===== src/hdl/huffman_tree_decoder_core_assert.svh =====
// assertion helpers shared by the decoder modules
// both expect clk_i and rst_ni in scope
`ifndef HUFFMAN_TREE_DECODER_CORE_ASSERT_SVH
`define HUFFMAN_TREE_DECODER_CORE_ASSERT_SVH

// same-cycle implication
`define HTD_ASSERT_IMP(lbl, ante, cons, msg) \
  lbl: assert property (@(posedge clk_i) disable iff (!rst_ni) (ante) |-> (cons)) \
    else $error(msg);

// next-cycle implication
`define HTD_ASSERT_NXT(lbl, ante, cons, msg) \
  lbl: assert property (@(posedge clk_i) disable iff (!rst_ni) (ante) |=> (cons)) \
    else $error(msg);

`endif


===== src/hdl/htd_ram.sv =====
`default_nettype none

module htd_ram #(
  parameter int unsigned WIDTH = 18,
  parameter int unsigned DEPTH = 256,
  localparam int unsigned AddrW = $clog2(DEPTH)
) (
  input  wire logic             clk_i,
  input  wire logic             we_i,
  input  wire logic [AddrW-1:0] waddr_i,
  input  wire logic [WIDTH-1:0] wdata_i,
  input  wire logic             re_i,
  input  wire logic [AddrW-1:0] raddr_i,
  output logic      [WIDTH-1:0] rdata_o
);

  logic [WIDTH-1:0] mem [DEPTH];

  always_ff @(posedge clk_i) begin
    if (we_i) begin
      mem[waddr_i] <= wdata_i;
    end
  end

  always_ff @(posedge clk_i) begin
    if (re_i) begin
      rdata_o <= mem[raddr_i];
    end
  end

endmodule

`default_nettype wire


===== config.mk =====
export PLATFORM = sky130hd
export DESIGN_NAME = htd_ram
export DESIGN_NICKNAME = d
export VERILOG_FILES = /design/src/hdl/huffman_tree_decoder_core_assert.svh /design/src/hdl/htd_ram.sv
export SDC_FILE = /design/constraint.sdc
export NUM_CORES = 2
export LEC_CHECK = 0
export BUFFER_PORTS_ARGS = -buffer_cell sky130_fd_sc_hd__buf_2
export CAP_MARGIN = 20
export CORE_MARGIN = 3
export CORE_UTILIZATION = 55
export DETAILED_ROUTE_END_ITERATION = 12
export PLACE_DENSITY = 0.7
export RECOVER_POWER = 50
export SYNTH_ARGS = -nofsm -noshare
export SYNTH_HDL_FRONTEND = slang
export SYNTH_MEMORY_MAX_BITS = 65536
export SYNTH_SLANG_ARGS = --single-unit

===== constraint.sdc =====
create_clock -name clk_i -period 2.95 [get_ports clk_i]
set_clock_uncertainty 0.2 [all_clocks]
set_input_delay 0.295 -clock clk_i [delete_from_list [all_inputs] [get_ports clk_i]]
set_output_delay 0.295 -clock clk_i [all_outputs]
set_load 0.01 [all_outputs]

==> summary.md <==
| Metric | Value |
|---|---|
| Post-synthesis async set-or-reset flop share | `0` |
| Drt first pass iters | `8` |
| Vias per cell | `6.599` |
| Met3 Use GR | `0.06511` |
| All-Layer GR Usage | `0.2894` |
| Worst Path Arrival | `3.53 ns` |
| Critical path type | `in2reg` |
| Post-route ant nets | `0` |
| Initial DRC count | `13980` |
| F_max | `342.4 MHz` |
| CTS Buffer Depth | `4` |
| Num CTS Buffers | `445` |
| Root Buffer | `clkbuf_16` |
| First-pass GRT wire length | `685.1 mm` |
| Register area share after synthesis | `0.7787` |
| Row Count | `208` |
| Synth area leader | `edfxtp_1` |
| PwrDens | `approximately 650 nW/um2` |
| Worst Path Max Fanout | `20` |
| Worst slew margin | `-0.8064` |
| Synth top area share | `0.7787` |
| Final setup viols | `0` |
| GRT overflow | `0` |
| Startpoint types | `primary input` |
| Lkg Pwr | `~68 nW` |
| Vias post-DR | `93200` |
| Synth Instances | `between 8000 and 9000` |
| Placer congestion estimate | `0.9271` |
| Die ar. | `331200 um2` |
| Pin count of the biggest net entering global routing | `around 130` |
| CTS tree | `done` |
| GRT Max-Usage Layer | `met2` |
| Mapped Nets | `8318` |
| CP required | `3.56 ns` |
| Min-delay worst type | `in2reg` |
| Post-synth EDFFs | `4626` |
| Core area | `321900 um2` |
| Hold Violations, Final | `0` |
| Die height | `~580 um` |
| Top post-synthesis cells by count | `4626 x edfxtp_1, 864 x mux4_2, 792 x mux2i_1` |
| PortBufs | `54` |
| Cell Area, Synth | `between 150000 and 200000 um2` |
| Share of cells above drive strength 1 | `0.2878` |
| Max cap viols | `20` |
| CP Capture Type | `flip-flop` |
| Final Max Tran Viols | `1193` |
| Clk slew on worst S/H paths | `0.06 ns` |
| Antenna violations before repair | `34` |
| Tmin final | `2.921 ns` |
| Syn-to-layout area delta | `16.58%` |
| H-tree levels | `5` |
| Register bit total from synthesis | `4626` |
| Total power | `136.1 mW` |
| Worst-Margin Slew | `2.710 ns` |
| Routing usage on met1 | `0.4063` |
| Top_reg_cell synth | `edfxtp_1` |
| Routed wire length | `481.3 mm` |
| Synth top area cells | `edfxtp_1 78%, mux4_2 11%, mux2i_1 4.4%` |
| Tcrit/Tclk final | `0.9901` |
| Failing checks | `capacitance limit, slew limit` |
| Library cells used by synthesis | `40` |
| Top-level I/O count | `55` |
| NumNets Final | `~9500` |
| Most common cell in the netlist | `edfxtp_1` |
| Status | `finished with violations` |
| GRT met2 Usage | `0.4401` |
| Unrepaired setup endpoints after global routing | `false` |
| Clock sink count | `4626` |
| Die width | `575.5 um` |
| Worst-skew pair later-pin latency | `a little over 1 ns` |
| Yosys warnings | `0` |
| Hpwl dp | `299.3 mm` |
| Avg Cell Area, Syn | `21.54 um2` |
| Peak supply drop | `between 600 and 700 uV` |
| Vias in the first global route | `92280` |
| Setup TNS | `0 ns` |
| Starting Density | `0.5542` |
| Drt wl/cell | `34.08 um` |
| # DRC | `0` |
## metrics by stage
step	hold WS, ns	utilization	setup WS [ns]	instance area [um2]	instances
global route	0.1084	0.6460	0.01333	208000	14110
floorplan	0.1939	-	0.2032	178400	8281
finish	0.09136	0.6461	0.02909	208000	14120
detailed placement	0.4902	0.6024	-1.091	193900	13260
global placement	0.4860	0.6024	-1.026	193900	13260
CTS	0.01243	0.6474	0.005378	208400	14100
## metal layers
metal  wire, um  vias up
li1           -    37510
met1     177400    48890
met2     223700     5791
met3      55660     1009
met4      24540        6
met5         47        -
## report_power, final
part           total (mW)  internal, mW  leakage, nW  switching, mW
combinational        7.79          3.00         19.0           4.78
sequential           72.7          72.5         41.6          0.122
clock                55.7          31.6         6.89           24.1
## critical path: stages
cell,delay (ns)
buf_12,0.21
buf_12,0.22
buf_12,0.17
buf_12,0.15
buf_12,0.21
buf_4,0.23
mux2i_1,0.09
o22ai_1,0.20
buf_4,0.16
nand2_1,0.05
a31oi_1,0.63
nand4_1,0.48
nor4_2,0.37
## layout by cell type, fill, tap and decap left out, types with 33 or more instances in the layout
cell       instances
a21oi_1          190
a22oi_1           48
buf_12           289
buf_4            782
bufinv_16         40
clkbuf_1         129
clkbuf_16        452
clkbuf_2          33
clkinv_1         109
clkinv_2          70
edfxtp_1        4626
mux2i_1          792
mux4_2           864
nand2_1           80
nor2_1           126
nor2_2           163
nor3_1           158
o221ai_1         317
o22ai_1          238
## flip-flops by register name, summed over array words and instances, names as in the netlist
signal / count
rdata_o: 18
mem: 4608
## path summary, 6_finish.rpt
path                                  start  slack (ns)           to  depth (start not counted)
worst min-delay path             waddr_i[5]        0.09  mem[248][0]                          4
worst min register to register  mem[231][0]        0.93   rdata_o[0]                          5
worst max register to register   mem[55][6]        0.05   rdata_o[6]                          6
worst max-delay path             raddr_i[0]        0.03   rdata_o[1]                         13
## what timing repair did
action | CTS | global route
endpoints found under the hold margin | 4432 | 0
setup endpoints to repair | 4 | 4
gates resized for setup | 4 | 5
pin swaps | 0 | 1
setup buffers | 0 | 0
hold buffers | 31 | 0
## cell type report
type                       count  area (um2)
antenna                       21       52.55
clock buffer                 558       11710
clock inverter               250        2446
fill                       20630      113900
inverter                       4       27.53
multi-input combinational   3155       36930
sequential                  4626      138900
tap                         4305        5386
timing repair buffer        1205       12520
## kinds of logic (layout without fill, tap and decap cells)
| family | Yosys count | in the layout | share of synthesized area |
|---|---|---|---|
| muxes | 1656 | 1656 | 0.1535 |
| DFF | 4626 | 4626 | 0.7787 |
| buffers and inverters | 500 | 2017 | 0.01725 |
| AOI/OAI and AO/OA | 862 | 862 | 0.03403 |
| and+or+nand+nor | 637 | 637 | 0.01657 |
| other | 0 | 21 | 0 |
(Power assumes the default switching activity.)
