**config.mk**
```make
export PLATFORM = sky130hd
export DESIGN_NAME = htd_walker
export DESIGN_NICKNAME = d
export VERILOG_FILES = /design/src/hdl/htd_pkg.sv /design/src/hdl/htd_walker.sv
export VERILOG_INCLUDE_DIRS = /design/src /design/src/hdl
export SDC_FILE = /design/constraint.sdc
export NUM_CORES = 1
export LEC_CHECK = 0
export BUFFER_PORTS_ARGS = -buffer_cell sky130_fd_sc_hd__buf_4
export CAP_MARGIN = 20
export CORE_MARGIN = 2
export CORE_UTILIZATION = 40
export DETAILED_ROUTE_END_ITERATION = 10
export REMOVE_ABC_BUFFERS = 1
export SLEW_MARGIN = 30
export SYNTH_ARGS = -nofsm -noshare
export SYNTH_HDL_FRONTEND = slang
export SYNTH_SLANG_ARGS = --single-unit
```
**constraint.sdc**
```tcl
create_clock -name clk_i -period 16 [get_ports clk_i]
set_clock_uncertainty 0.2 [all_clocks]
set_input_delay 3.2 -clock clk_i [delete_from_list [all_inputs] [get_ports clk_i]]
set_output_delay 3.2 -clock clk_i [all_outputs]
set_load 0.1 [all_outputs]
```
**src/hdl/huffman_tree_decoder_core_assert.svh**
```systemverilog
// assertion helpers shared by the decoder modules
// both expect clk_i and rst_ni in scope
`ifndef HUFFMAN_TREE_DECODER_CORE_ASSERT_SVH
`define HUFFMAN_TREE_DECODER_CORE_ASSERT_SVH

// same-cycle implication
`define HTD_ASSERT_IMP(lbl, ante, cons, msg) \
  lbl: assert property (@(posedge clk_i) disable iff (!rst_ni) (ante) |-> (cons)) \
    else $error(msg);

// next-cycle implication
`define HTD_ASSERT_NXT(lbl, ante, cons, msg) \
  lbl: assert property (@(posedge clk_i) disable iff (!rst_ni) (ante) |=> (cons)) \
    else $error(msg);

`endif

```
**src/hdl/htd_pkg.sv**
```systemverilog
`default_nettype none

package htd_pkg;

  // operation codes of a request
  localparam logic [1:0] OP_NODE  = 2'd0;
  localparam logic [1:0] OP_START = 2'd1;
  localparam logic [1:0] OP_CODE  = 2'd2;

  localparam int unsigned NODE_W    = 9;
  localparam int unsigned ENTRY_W   = 2 * NODE_W;
  localparam int unsigned SYM_W     = 8;
  localparam int unsigned SLOT_W    = 8;
  localparam int unsigned TOTAL_W   = 24;
  localparam int unsigned WORD_BITS = 32;
  localparam int unsigned BIT_W     = $clog2(WORD_BITS);

  localparam logic [NODE_W-1:0] LEAF_MAX = 9'd255;

  localparam int unsigned TREE_NODES_DEF  = 256;
  localparam int unsigned COUNT_WIDTH_DEF = 24;

  typedef struct packed {
    logic              start;
    logic              word;
    logic [NODE_W-1:0] root_node;
    logic [31:0]       code_word;
  } cmd_t;

  typedef struct packed {
    logic             valid;
    logic [SYM_W-1:0] symbol;
    logic             last;
    logic             final_res;
    logic             error;
  } push_t;

endpackage

`default_nettype wire

```
**src/hdl/htd_walker.sv**
```systemverilog
`default_nettype none

module htd_walker #(
  parameter int unsigned COUNT_WIDTH = htd_pkg::COUNT_WIDTH_DEF
) (
  input  wire logic                         clk_i,
  input  wire logic                         rst_ni,
  input  wire htd_pkg::cmd_t                cmd_i,
  input  wire logic [COUNT_WIDTH-1:0]       count_i,
  input  wire logic [htd_pkg::ENTRY_W-1:0]  entry_i,
  input  wire logic                         out_free_i,
  output logic                              idle_o,
  output logic                              rd_en_o,
  output logic      [htd_pkg::NODE_W-1:0]   rd_node_o,
  output htd_pkg::push_t                    push_o
);
  import htd_pkg::*;

  `include "huffman_tree_decoder_core_assert.svh"

  localparam logic [1:0] ST_IDLE  = 2'd0;
  localparam logic [1:0] ST_WALK  = 2'd1;
  localparam logic [1:0] ST_FLUSH = 2'd2;

  localparam logic [BIT_W-1:0] LAST_BIT = BIT_W'(WORD_BITS - 1);

  logic [1:0]             state_q, state_d;
  logic [NODE_W-1:0]      root_q, root_d;
  logic [NODE_W-1:0]      node_q, node_d;
  logic [COUNT_WIDTH-1:0] left_q, left_d;
  logic                   active_q, active_d;
  logic                   pend_vld_q, pend_vld_d;
  logic [31:0]            word_q, word_d;
  logic [BIT_W-1:0]       bit_q, bit_d;
  logic [SYM_W-1:0]       pend_sym_q, pend_sym_d;
  logic                   pend_fin_q, pend_fin_d;

  logic [NODE_W-1:0] child;
  logic [NODE_W-1:0] next_node;
  logic              leaf;
  logic              is_final;
  logic              stall;
  logic              step;
  logic              flush_go;

  // one tree step per cycle unless stalled: pick the child, test for a leaf, count down
  assign child     = word_q[0] ? entry_i[ENTRY_W-1:NODE_W] : entry_i[NODE_W-1:0];
  assign leaf      = (child <= LEAF_MAX);
  assign next_node = leaf ? root_q : child;
  assign is_final  = (left_q == COUNT_WIDTH'(1));
  // a new leaf needs the held one shipped first
  assign stall     = (state_q == ST_WALK) && leaf && pend_vld_q && !out_free_i;
  assign step      = (state_q == ST_WALK) && !stall;
  assign flush_go  = (state_q == ST_FLUSH) && (!pend_vld_q || out_free_i);

  assign idle_o    = (state_q == ST_IDLE);
  assign rd_en_o   = (cmd_i.word && active_q && (state_q == ST_IDLE)) || step;
  assign rd_node_o = step ? next_node : node_q;

  always_comb begin
    push_o           = '0;
    push_o.symbol    = pend_sym_q;
    push_o.final_res = pend_fin_q;
    if (step && leaf && pend_vld_q) begin
      push_o.valid = 1'b1;
    end else if (flush_go && pend_vld_q) begin
      push_o.valid = 1'b1;
      push_o.last  = 1'b1;
    end
  end

  always_comb begin
    state_d    = state_q;
    root_d     = root_q;
    node_d     = node_q;
    left_d     = left_q;
    active_d   = active_q;
    pend_vld_d = pend_vld_q;
    word_d     = word_q;
    bit_d      = bit_q;
    pend_sym_d = pend_sym_q;
    pend_fin_d = pend_fin_q;
    case (state_q)
      ST_IDLE: begin
        if (cmd_i.start) begin
          root_d   = cmd_i.root_node;
          node_d   = cmd_i.root_node;
          left_d   = count_i;
          active_d = (cmd_i.root_node > LEAF_MAX) && (count_i != '0);
        end else if (cmd_i.word && active_q) begin
          word_d  = cmd_i.code_word;
          bit_d   = '0;
          state_d = ST_WALK;
        end
      end
      ST_WALK: begin
        if (step) begin
          word_d = word_q >> 1;
          bit_d  = bit_q + BIT_W'(1);
          node_d = next_node;
          if (leaf) begin
            left_d     = left_q - COUNT_WIDTH'(1);
            pend_vld_d = 1'b1;
            pend_sym_d = child[SYM_W-1:0];
            pend_fin_d = is_final;
            if (is_final) begin
              active_d = 1'b0;
            end
          end
          if ((leaf && is_final) || (bit_q == LAST_BIT)) begin
            state_d = ST_FLUSH;
          end
        end
      end
      ST_FLUSH: begin
        if (flush_go) begin
          pend_vld_d = 1'b0;
          state_d    = ST_IDLE;
        end
      end
      default: begin
        state_d = ST_IDLE;
      end
    endcase
  end

  always_ff @(posedge clk_i or negedge rst_ni) begin
    if (!rst_ni) begin
      state_q    <= ST_IDLE;
      root_q     <= '0;
      node_q     <= '0;
      left_q     <= '0;
      active_q   <= 1'b0;
      pend_vld_q <= 1'b0;
    end else begin
      state_q    <= state_d;
      root_q     <= root_d;
      node_q     <= node_d;
      left_q     <= left_d;
      active_q   <= active_d;
      pend_vld_q <= pend_vld_d;
    end
  end

  always_ff @(posedge clk_i) begin
    word_q     <= word_d;
    bit_q      <= bit_d;
    pend_sym_q <= pend_sym_d;
    pend_fin_q <= pend_fin_d;
  end

  `HTD_ASSERT_IMP(a_final_is_last, push_o.valid && push_o.final_res, push_o.last,
                  "final byte not marked last")
  `HTD_ASSERT_IMP(a_no_push_idle, state_q == ST_IDLE, !push_o.valid,
                  "result pushed while idle")
  `HTD_ASSERT_NXT(a_flush_ends, flush_go, state_q == ST_IDLE,
                  "flush did not return to idle")
  `HTD_ASSERT_NXT(a_final_stops, step && leaf && is_final, !active_q && state_q == ST_FLUSH,
                  "stream still active after final byte")

endmodule

`default_nettype wire

```
==> impl_metrics.csv, run 1 <==
group,metric,value,unit
grt,grt_max_degree,75,
detailed_routing,ant_nets,0,
pwr,ir_worst_vdd,0.00007421,V
place,hpwl,8383,um
clocking,postCtsHoldBufs,0,
synthesis,synth.area.top_cells,"edfxtp_1 28%, dfrtp_1 23%, nand2_1 10%, nor2_1 2.8%, nor3_1 1.9%",
clocking,insertion_delay,0.35,ns
timing,setup_viol,0,
grt,antenna_found_initial,0,
synthesis,syn_area_per_cell,9.775,sq um
die,core,12110,sq um
clocking,cts_buffers,9,
setup_path,startpoint_type,"primary input",
die,start_util,41.24,%
finish,final_core_util,51.67,%
place,dpl_cell_area,5918,sq um
grt,grt_pass1_wl,20090,um
synthesis,synth_top_area_share,27.66,%
clocking,cts_tree,"built",
die,num_io_pins,111,
detailed_routing,via_per_inst,5.325,
pwr,powerDensity,216.6,nW/um^2
detailed_routing,wl_per_cell,16.00,um
synthesis,ys_ff_latch,92,
timing,relSlewSlack,42.53,%
detailed_routing,drt_pass1_iterations,5,
synthesis,synth-edff-count,46,
synthesis,syn_area,4995,sq um
clocking,cts_setup_buffers,0,
synthesis,ys_warn_count,0,
finish,drive_gt1_share,28.20,%
setup_path,critPathMaxFanout,17,
timing,rsz0062_at_grt,"false",
clocking,ctsResizeCount,0,
finish,final_area,6259,sq um
synthesis,synthCells,511,
detailed_routing,drt_iter0_drc,388,
die,die_area,13400,sq um
clocking,root_buffer,"clkbuf_16",
die,die_x,115.7,um
clocking,clk_pin_slew,0.06,ns
synthesis,yosysTopAreaCell,"edfxtp_1",
detailed_routing,vias,4143,
grt,grt_pass1_vias,4017,
die,num_rows,40,
clocking,htreeDepth,3,
synthesis,synthArstFlopShare,50.00,%
grt,overflow,0,
finish,diodes,0,
clocking,numClockSinks,92,
min_path,hold_class,"flip-flop to flip-flop",
timing,min_period_over_period,51.12,%
min_path,worstHoldPathCells,2,
setup_path,r2r_slack,13.07,ns
place,place_ws,7.810,ns
job,max_cap_violations,0,
pwr,power,1.356,mW
finish,syn_to_final_growth,25.30,%
timing,hold_violations,0,
grt,track_usage,19.27,%
place,gp_congestion,0.8342,
die,die_h,115.7,um
status,outcome,"completed",
setup_path,reg2regPathDepth,5,
finish,final_cell_mix,"139 x nand2_1, 114 x buf_4, 46 x dfrtp_1, 46 x edfxtp_1, 37 x nor2_1",
detailed_routing,routed_wl,12450,um
finish,mostFrequentLayoutCell,"nand2_1",
timing,fin_setup_tns,0,ns
detailed_routing,drcViolationCount,0,
setup_path,crit_path_end_kind,"output pin",
setup_path,arrival,4.78,ns
place,portBuffers,109,
pwr,p_leak,2.648,nW
synthesis,yosysUniqueCellTypes,70,
finish,final_net_count,697,
synthesis,yosysSeqAreaShare,50.70,%
clocking,cts_buffer_depth,2,
timing,finalCriticalPeriod,8.178,ns
timing,drv_slew,0,
timing,tightest_slew,0.8621,ns
setup_path,cp.required,12.60,ns
setup_path,crit_type,"primary input to output pin",
timing,fmaxAchievable,122.3,MHz
timing,worst_slack,7.822,ns
synthesis,ys.flop_type,"edfxtp_1",
[logic make-up after synthesis]
kind of cell	synth area share, %
AO/OA/AOI/OAI	16.46
XOR/XNOR	0.3508
adder cells (fa/ha/maj)	1.002
buffers and inverters	3.908
flip-flops	50.70
multiplexers	2.555
other	0.07508
AND/OR/NAND/NOR	24.95
[critical path, cell delays in order]
cell and delay [ns]:
buf_4 0.12, mux2i_4 0.55, nand3_2 0.37, o22a_1 0.28, buf_4 0.24
[layout make-up]
| type | instances | area, sq um |
|---|---|---|
| Clock buffer | 11 | 232.7 |
| Clock inverter | 5 | 107.6 |
| Fill cell | 1143 | 5853 |
| Inverter | 7 | 26.28 |
| Multi-Input combinational cell | 381 | 2293 |
| Sequential cell | 92 | 2532 |
| Tap cell | 168 | 210.2 |
| Timing Repair Buffer | 114 | 855.8 |
[report_power, final]
group | leakage, nW | switching (mW) | internal [mW] | total [mW]
sequential | 1.01 | 0.0818 | 0.392 | 0.474
clock | 0.164 | 0.0929 | 0.154 | 0.247
combinational | 1.48 | 0.434 | 0.201 | 0.635
[final timing paths]
kind / startpoint / to
max: entry_i[8] / rd_node_o[8]
max reg2reg: state_q[0] / word_q[19]
min reg2reg: root_q[2] / root_q[2]
min: root_q[2] / root_q[2]
min in group asynchronous: rst_ni / left_q[21]
max in group asynchronous: rst_ni / left_q[4]
[sequential cells by signal, indices dropped and copies added (netlist names)]
register,flops
root_q,9
bit_q,5
pend_sym_q,8
pend_vld_q,1
node_q,9
pend_fin_q,1
state_q,2
left_q,24
word_q,32
active_q,1
[per-stage QoR]
stage	hold WS, ns	instances
3_5_place_dp	0.2646	762
6_report	0.2815	778
3_3_place_gp	0.2645	762
4_1_cts	0.2827	778
5_1_grt	0.3156	778
2_1_floorplan	0.2468	480
[cell usage after synthesis (all sizes together), types with 8 or more instances]
cell type  number
nor4           11
nor3           22
nand3           8
dfrtp          46
o221a           8
buf            23
nor2           37
edfxtp         46
o22ai           8
a31oi           9
nand2         139
mux2            9
o21a            8
a21oi          18
clkbuf          8
o21ai          24
[per-layer routing]
| layer | part of all wire [%] | global-route usage [%] | vias to the layer above |
|---|---|---|---|
| met4 | 2.1 | 9.127 | 0 |
| met5 | 0 | 0 | - |
| met2 | 46 | 30.02 | 129 |
| li1 | - | - | 2045 |
| met1 | 47 | 26.49 | 1950 |
| met3 | 5.6 | 3.033 | 19 |
(Power assumes the default switching activity.)
==> run 2, diff against run 1 <==
clock period = 8.2 ns   (was 16 ns; I/O delays follow)
==> impl_metrics.csv, run 2 (synthesis results as in run 1) <==
group,metric,value,unit
setup_path,crit_path_end_kind,"output pin",
clocking,postCtsHoldBufs,0,
finish,mostFrequentLayoutCell,"nand2_1",
status,outcome,"completed",
clocking,ctsResizeCount,0,
clocking,cts_buffers,9,
detailed_routing,drt_iter0_drc,304,
grt,track_usage,19.11,%
finish,regArea,2532,sq um
clocking,root_buffer,"clkbuf_16",
grt,grt_max_degree,75,
grt,use_met2,29.79,%
finish,final_core_util,51.27,%
timing,worst_slack,3.122,ns
timing,fin_setup_tns,0,ns
min_path,hold_class,"flip-flop to flip-flop",
timing,min_period_over_period,61.93,%
clocking,htreeDepth,3,
grt,grt_busiest_layer,"met2",
setup_path,startpoint,"entry_i[8]",
grt,grtUsageMet3,4.289,%
die,die_x,115.7,um
timing,fmaxAchievable,196.9,MHz
setup_path,arrival,3.24,ns
grt,grt_pass1_vias,4116,
finish,fill_cells,1152,
clocking,numClockSinks,92,
detailed_routing,drt_pass1_iterations,4,
detailed_routing,routed_wl,12410,um
die,die_area,13400,sq um
timing,tightest_slew,0.8072,ns
finish,multi_input_area,2293,sq um
timing,setup_viol,0,
timing,hold_violations,0,
clocking,clk_pin_slew,0.06,ns
detailed_routing,vias,4169,
die,num_io_pins,111,
timing,rsz0062_at_grt,"false",
place,place_ws,3.134,ns
timing,relSlewSlack,46.19,%
finish,syn_to_final_growth,24.32,%
die,core,12110,sq um
grt,use_met1,26.14,%
die,die_h,115.7,um
setup_path,crit_type,"primary input to output pin",
place,portBuffers,109,
detailed_routing,wl_per_cell,15.95,um
clocking,cts_setup_buffers,0,
finish,drive_gt1_share,28.36,%
pwr,ir_worst_vdd,0.0001609,V
grt,overflow,0,
detailed_routing,ant_nets,0,
finish,final_cell_mix,"139 x nand2_1, 114 x buf_4, 46 x dfrtp_1, 46 x edfxtp_1, 37 x nor2_1",
detailed_routing,via_per_inst,5.359,
timing,finalCriticalPeriod,5.078,ns
finish,diodes,0,
timing,whs,0.2819,ns
detailed_routing,drcViolationCount,0,
die,start_util,41.24,%
min_path,hold_path_startpoint,"root_q[2]",
clocking,insertion_delay,0.34,ns
die,num_rows,40,
place,hpwl,8371,um
pwr,p_leak,2.631,nW
pwr,powerDensity,415.6,nW/um^2
clocking,cts_tree,"built",
place,gp_congestion,0.8346,
timing,drv_slew,0,
finish,largest_reg_flops,32,
finish,final_net_count,697,
grt,grt_pass1_wl,20110,um
job,max_cap_violations,0,
setup_path,r2r-start,"state_q[0]",
setup_path,critPathMaxFanout,17,
finish,top_register,"word_q",
grt,antenna_found_initial,0,
clocking,cts_buffer_depth,2,
setup_path,startpoint_type,"primary input",
finish,reg_top3,"word_q (32), left_q (24)",
setup_path,cp.required,6.36,ns
## run 2: cell count changes in the layout (fill, tap and decap cells not counted), sizes merged
cell	previous run	this run
clkbuf	11	10
bufinv	3	1
clkinv	1	4
## run 2: layout make-up
type                       instances  share of cell area (%)
clock buffer                      10                   3.687
clock inverter                     6                   1.007
inverter                           7                  0.4231
multi-input combinational        381                   36.93
sequential                        92                   40.78
tap                              168                   3.385
timing repair buffer             114                   13.78
## run 2: routing by layer
metal	share of wire, %	vias up
met5	0	-
li1	-	2045
met3	5.9	18
met4	2.2	0
met1	47	1964
met2	44	142
## run 2: power by group
part | total [mW] | leakage (nW) | internal (mW) | switching, mW
Combinational | 1.24 | 1.48 | 0.392 | 0.848
Sequential | 0.926 | 1.01 | 0.766 | 0.160
Clock | 0.415 | 0.147 | 0.237 | 0.179
Total | 2.58 | 2.63 | 1.39 | 1.19
## run 2: worst max-delay path, stage by stage
cell and delay, ns:
buf_4 0.12, mux2i_4 0.57, nand3_2 0.37, o22a_1 0.29, buf_4 0.24
## run 2: final timing paths
kind                       cells after the start           end  slack (ns)
min reg2reg                                    2     root_q[2]        0.28
max                                            5  rd_node_o[8]        3.12
min in group asynchronous                      1    left_q[21]        1.11
max in group asynchronous                      1    left_q[16]        6.24
min                                            2     root_q[2]        0.28
max reg2reg                                    5    word_q[23]        5.27
## run 2: per-stage QoR
stage	cells	area [sq um]	power (mW)
floorplan	480	4826	1.870
global placement	762	5909	2.149
detailed placement	762	5918	2.181
CTS	778	6210	2.603
global route	778	6210	2.755
finish	778	6210	2.581
==> run 3, diff against run 2 <==
clock period = 4.3 ns   (was 8.2 ns; I/O delays follow)
==> impl_metrics.csv, run 3 (synthesis results as in run 1) <==
group,metric,value,unit
status,outcome,"completed",
setup_path,startpoint,"word_q[0]",
timing,rsz0062_at_grt,"false",
detailed_routing,drt_iter0_drc,292,
place,gp_congestion,0.7945,
timing,worst_slack,0.8557,ns
die,num_rows,40,
detailed_routing,via_per_inst,5.414,
pwr,netSwitchingPower,2.300,mW
min_path,hold_path_startpoint,"root_q[5]",
finish,final_net_count,700,
setup_path,arrival,2.38,ns
timing,min_period_over_period,80.10,%
timing,hold_violations,0,
setup_path,crit_chain,"mux2i_4, nand3_2, o22a_1, buf_4",
setup_path,worst_path_max_delay_cell,"edfxtp_1",
clocking,root_buffer,"clkbuf_16",
setup_path,crit_type,"flip-flop to output pin",
setup_path,cp.required,3.24,ns
place,hpwl,8762,um
clocking,clk_pin_slew,0.07,ns
timing,relSlewSlack,43.01,%
pwr,seqPwrFrac,35.5,%
clocking,cts_tree,"built",
finish,reg_top3,"word_q (32), left_q (24)",
pwr,p_leak,2.632,nW
finish,syn_to_final_growth,24.67,%
die,core,12110,sq um
finish,diodes,0,
setup_path,crit_path_end_kind,"output pin",
setup_path,r2r_slack,1.42,ns
grt,grt_pass1_wl,20270,um
timing,setup_viol,0,
grt,track_usage,19.52,%
timing,fmaxAchievable,290.3,MHz
pwr,clkPwrFrac,16.0,%
finish,mostFrequentLayoutCell,"nand2_1",
die,num_io_pins,111,
timing,finalCriticalPeriod,3.444,ns
pwr,p_comb_share,48.4,%
job,max_cap_violations,0,
min_path,hold_class,"flip-flop to flip-flop",
timing,drv_slew,0,
finish,largest_reg_flops,32,
clocking,numClockSinks,92,
pwr,powerDensity,798.6,nW/um^2
pwr,switching_share,46.25,%
pwr,cellInternalPower,2.673,mW
die,die_h,115.7,um
setup_path,max_stage_delay,0.65,ns
clocking,cts_buffer_depth,2,
clocking,ctsResizeCount,0,
clocking,postCtsHoldBufs,0,
die,start_util,41.24,%
grt,grt_max_degree,64,
grt,overflow,0,
die,die_area,13400,sq um
setup_path,critPathMaxFanout,11,
die,die_x,115.7,um
grt,grt_pass1_vias,4026,
detailed_routing,wl_per_cell,16.51,um
detailed_routing,drt_pass1_iterations,5,
setup_path,r2r-start,"state_q[0]",
detailed_routing,drcViolationCount,0,
finish,fill_cells,1129,
clocking,cts_buffers,9,
clocking,htreeDepth,3,
grt,antenna_found_initial,0,
timing,whs,0.2792,ns
finish,top_register,"word_q",
finish,drive_gt1_share,28.22,%
detailed_routing,ant_nets,0,
clocking,cts_setup_buffers,0,
timing,tightest_slew,0.8471,ns
detailed_routing,routed_wl,12900,um
clocking,insertion_delay,0.35,ns
setup_path,startpoint_type,"flip-flop",
detailed_routing,vias,4228,
pwr,ir_worst_vdd,0.0002788,V
place,portBuffers,109,
finish,final_cell_mix,"139 x nand2_1, 117 x buf_4, 46 x dfrtp_1, 46 x edfxtp_1, 37 x nor2_1",
place,place_ws,1.049,ns
## run 3: changes by cell type in the layout (fill, tap and decap cells not counted)
cell and delta:
clkbuf_1 +2, clkinv_2 -3, clkinvlp_4 +1, inv_6 -1, clkinv_1 +1, buf_4 +3
## run 3: path summary, 6_finish.rpt
kind / cells after the start / end
max reg2reg: 5 / left_q[11]
min in group asynchronous: 1 / root_q[1]
min reg2reg: 2 / root_q[5]
min: 2 / root_q[5]
max in group asynchronous: 1 / root_q[7]
max: 4 / rd_node_o[8]
## run 3: per-stage QoR
stage / area [sq um] / utilization [%] / setup TNS, ns / total power, mW / std cells
6_report: 6227 / 51.42 / 0 / 4.973 / 781
5_1_grt: 6227 / 51.42 / 0 / 5.291 / 781
4_1_cts: 6227 / 51.42 / 0 / 5.000 / 781
3_5_place_dp: 5941 / 49.05 / 0 / 4.193 / 765
3_3_place_gp: 5932 / 48.98 / 0 / 4.121 / 765
2_1_floorplan: 4826 / - / -62.16 / 3.565 / 480
## run 3: layout make-up
cell class | count | area [sq um] | share of cell area (%)
multi-input combinational | 381 | 2293 | 36.83
tap | 168 | 210.2 | 3.376
clock inverter | 4 | 50.05 | 0.8037
inverter | 7 | 26.28 | 0.4219
sequential | 92 | 2532 | 40.67
timing repair buffer | 117 | 878.3 | 14.10
clock buffer | 12 | 236.5 | 3.797
## run 3: layer usage
layer	track usage [%]	share of wire, %	vias to the layer above
li1	-	-	2051
met1	26.23	45	1990
met2	31.70	46	177
met3	3.713	7.2	10
met4	7.063	1.4	0
met5	0	0	-
## run 3: power groups by stage
| stage | clock network (mW) | logic, mW | registers, mW |
|---|---|---|---|
| detailed placement | 0 | 2.41 | 1.78 |
| finish | 0.797 | 2.41 | 1.77 |
| global placement | 0 | 2.36 | 1.76 |
| CTS | 0.812 | 2.42 | 1.77 |
| floorplan | 0 | 1.71 | 1.85 |
| global route | 0.844 | 2.63 | 1.82 |
## run 3: worst max-delay path, delay by kind of cell, from the launching register on
family                 cells  cell delay (ns)
AND/OR/NAND/NOR            1             0.32
buffers and inverters      1             0.24
flip-flops                 1             0.65
multiplexers               1             0.54
AO/OA/AOI/OAI              1             0.28
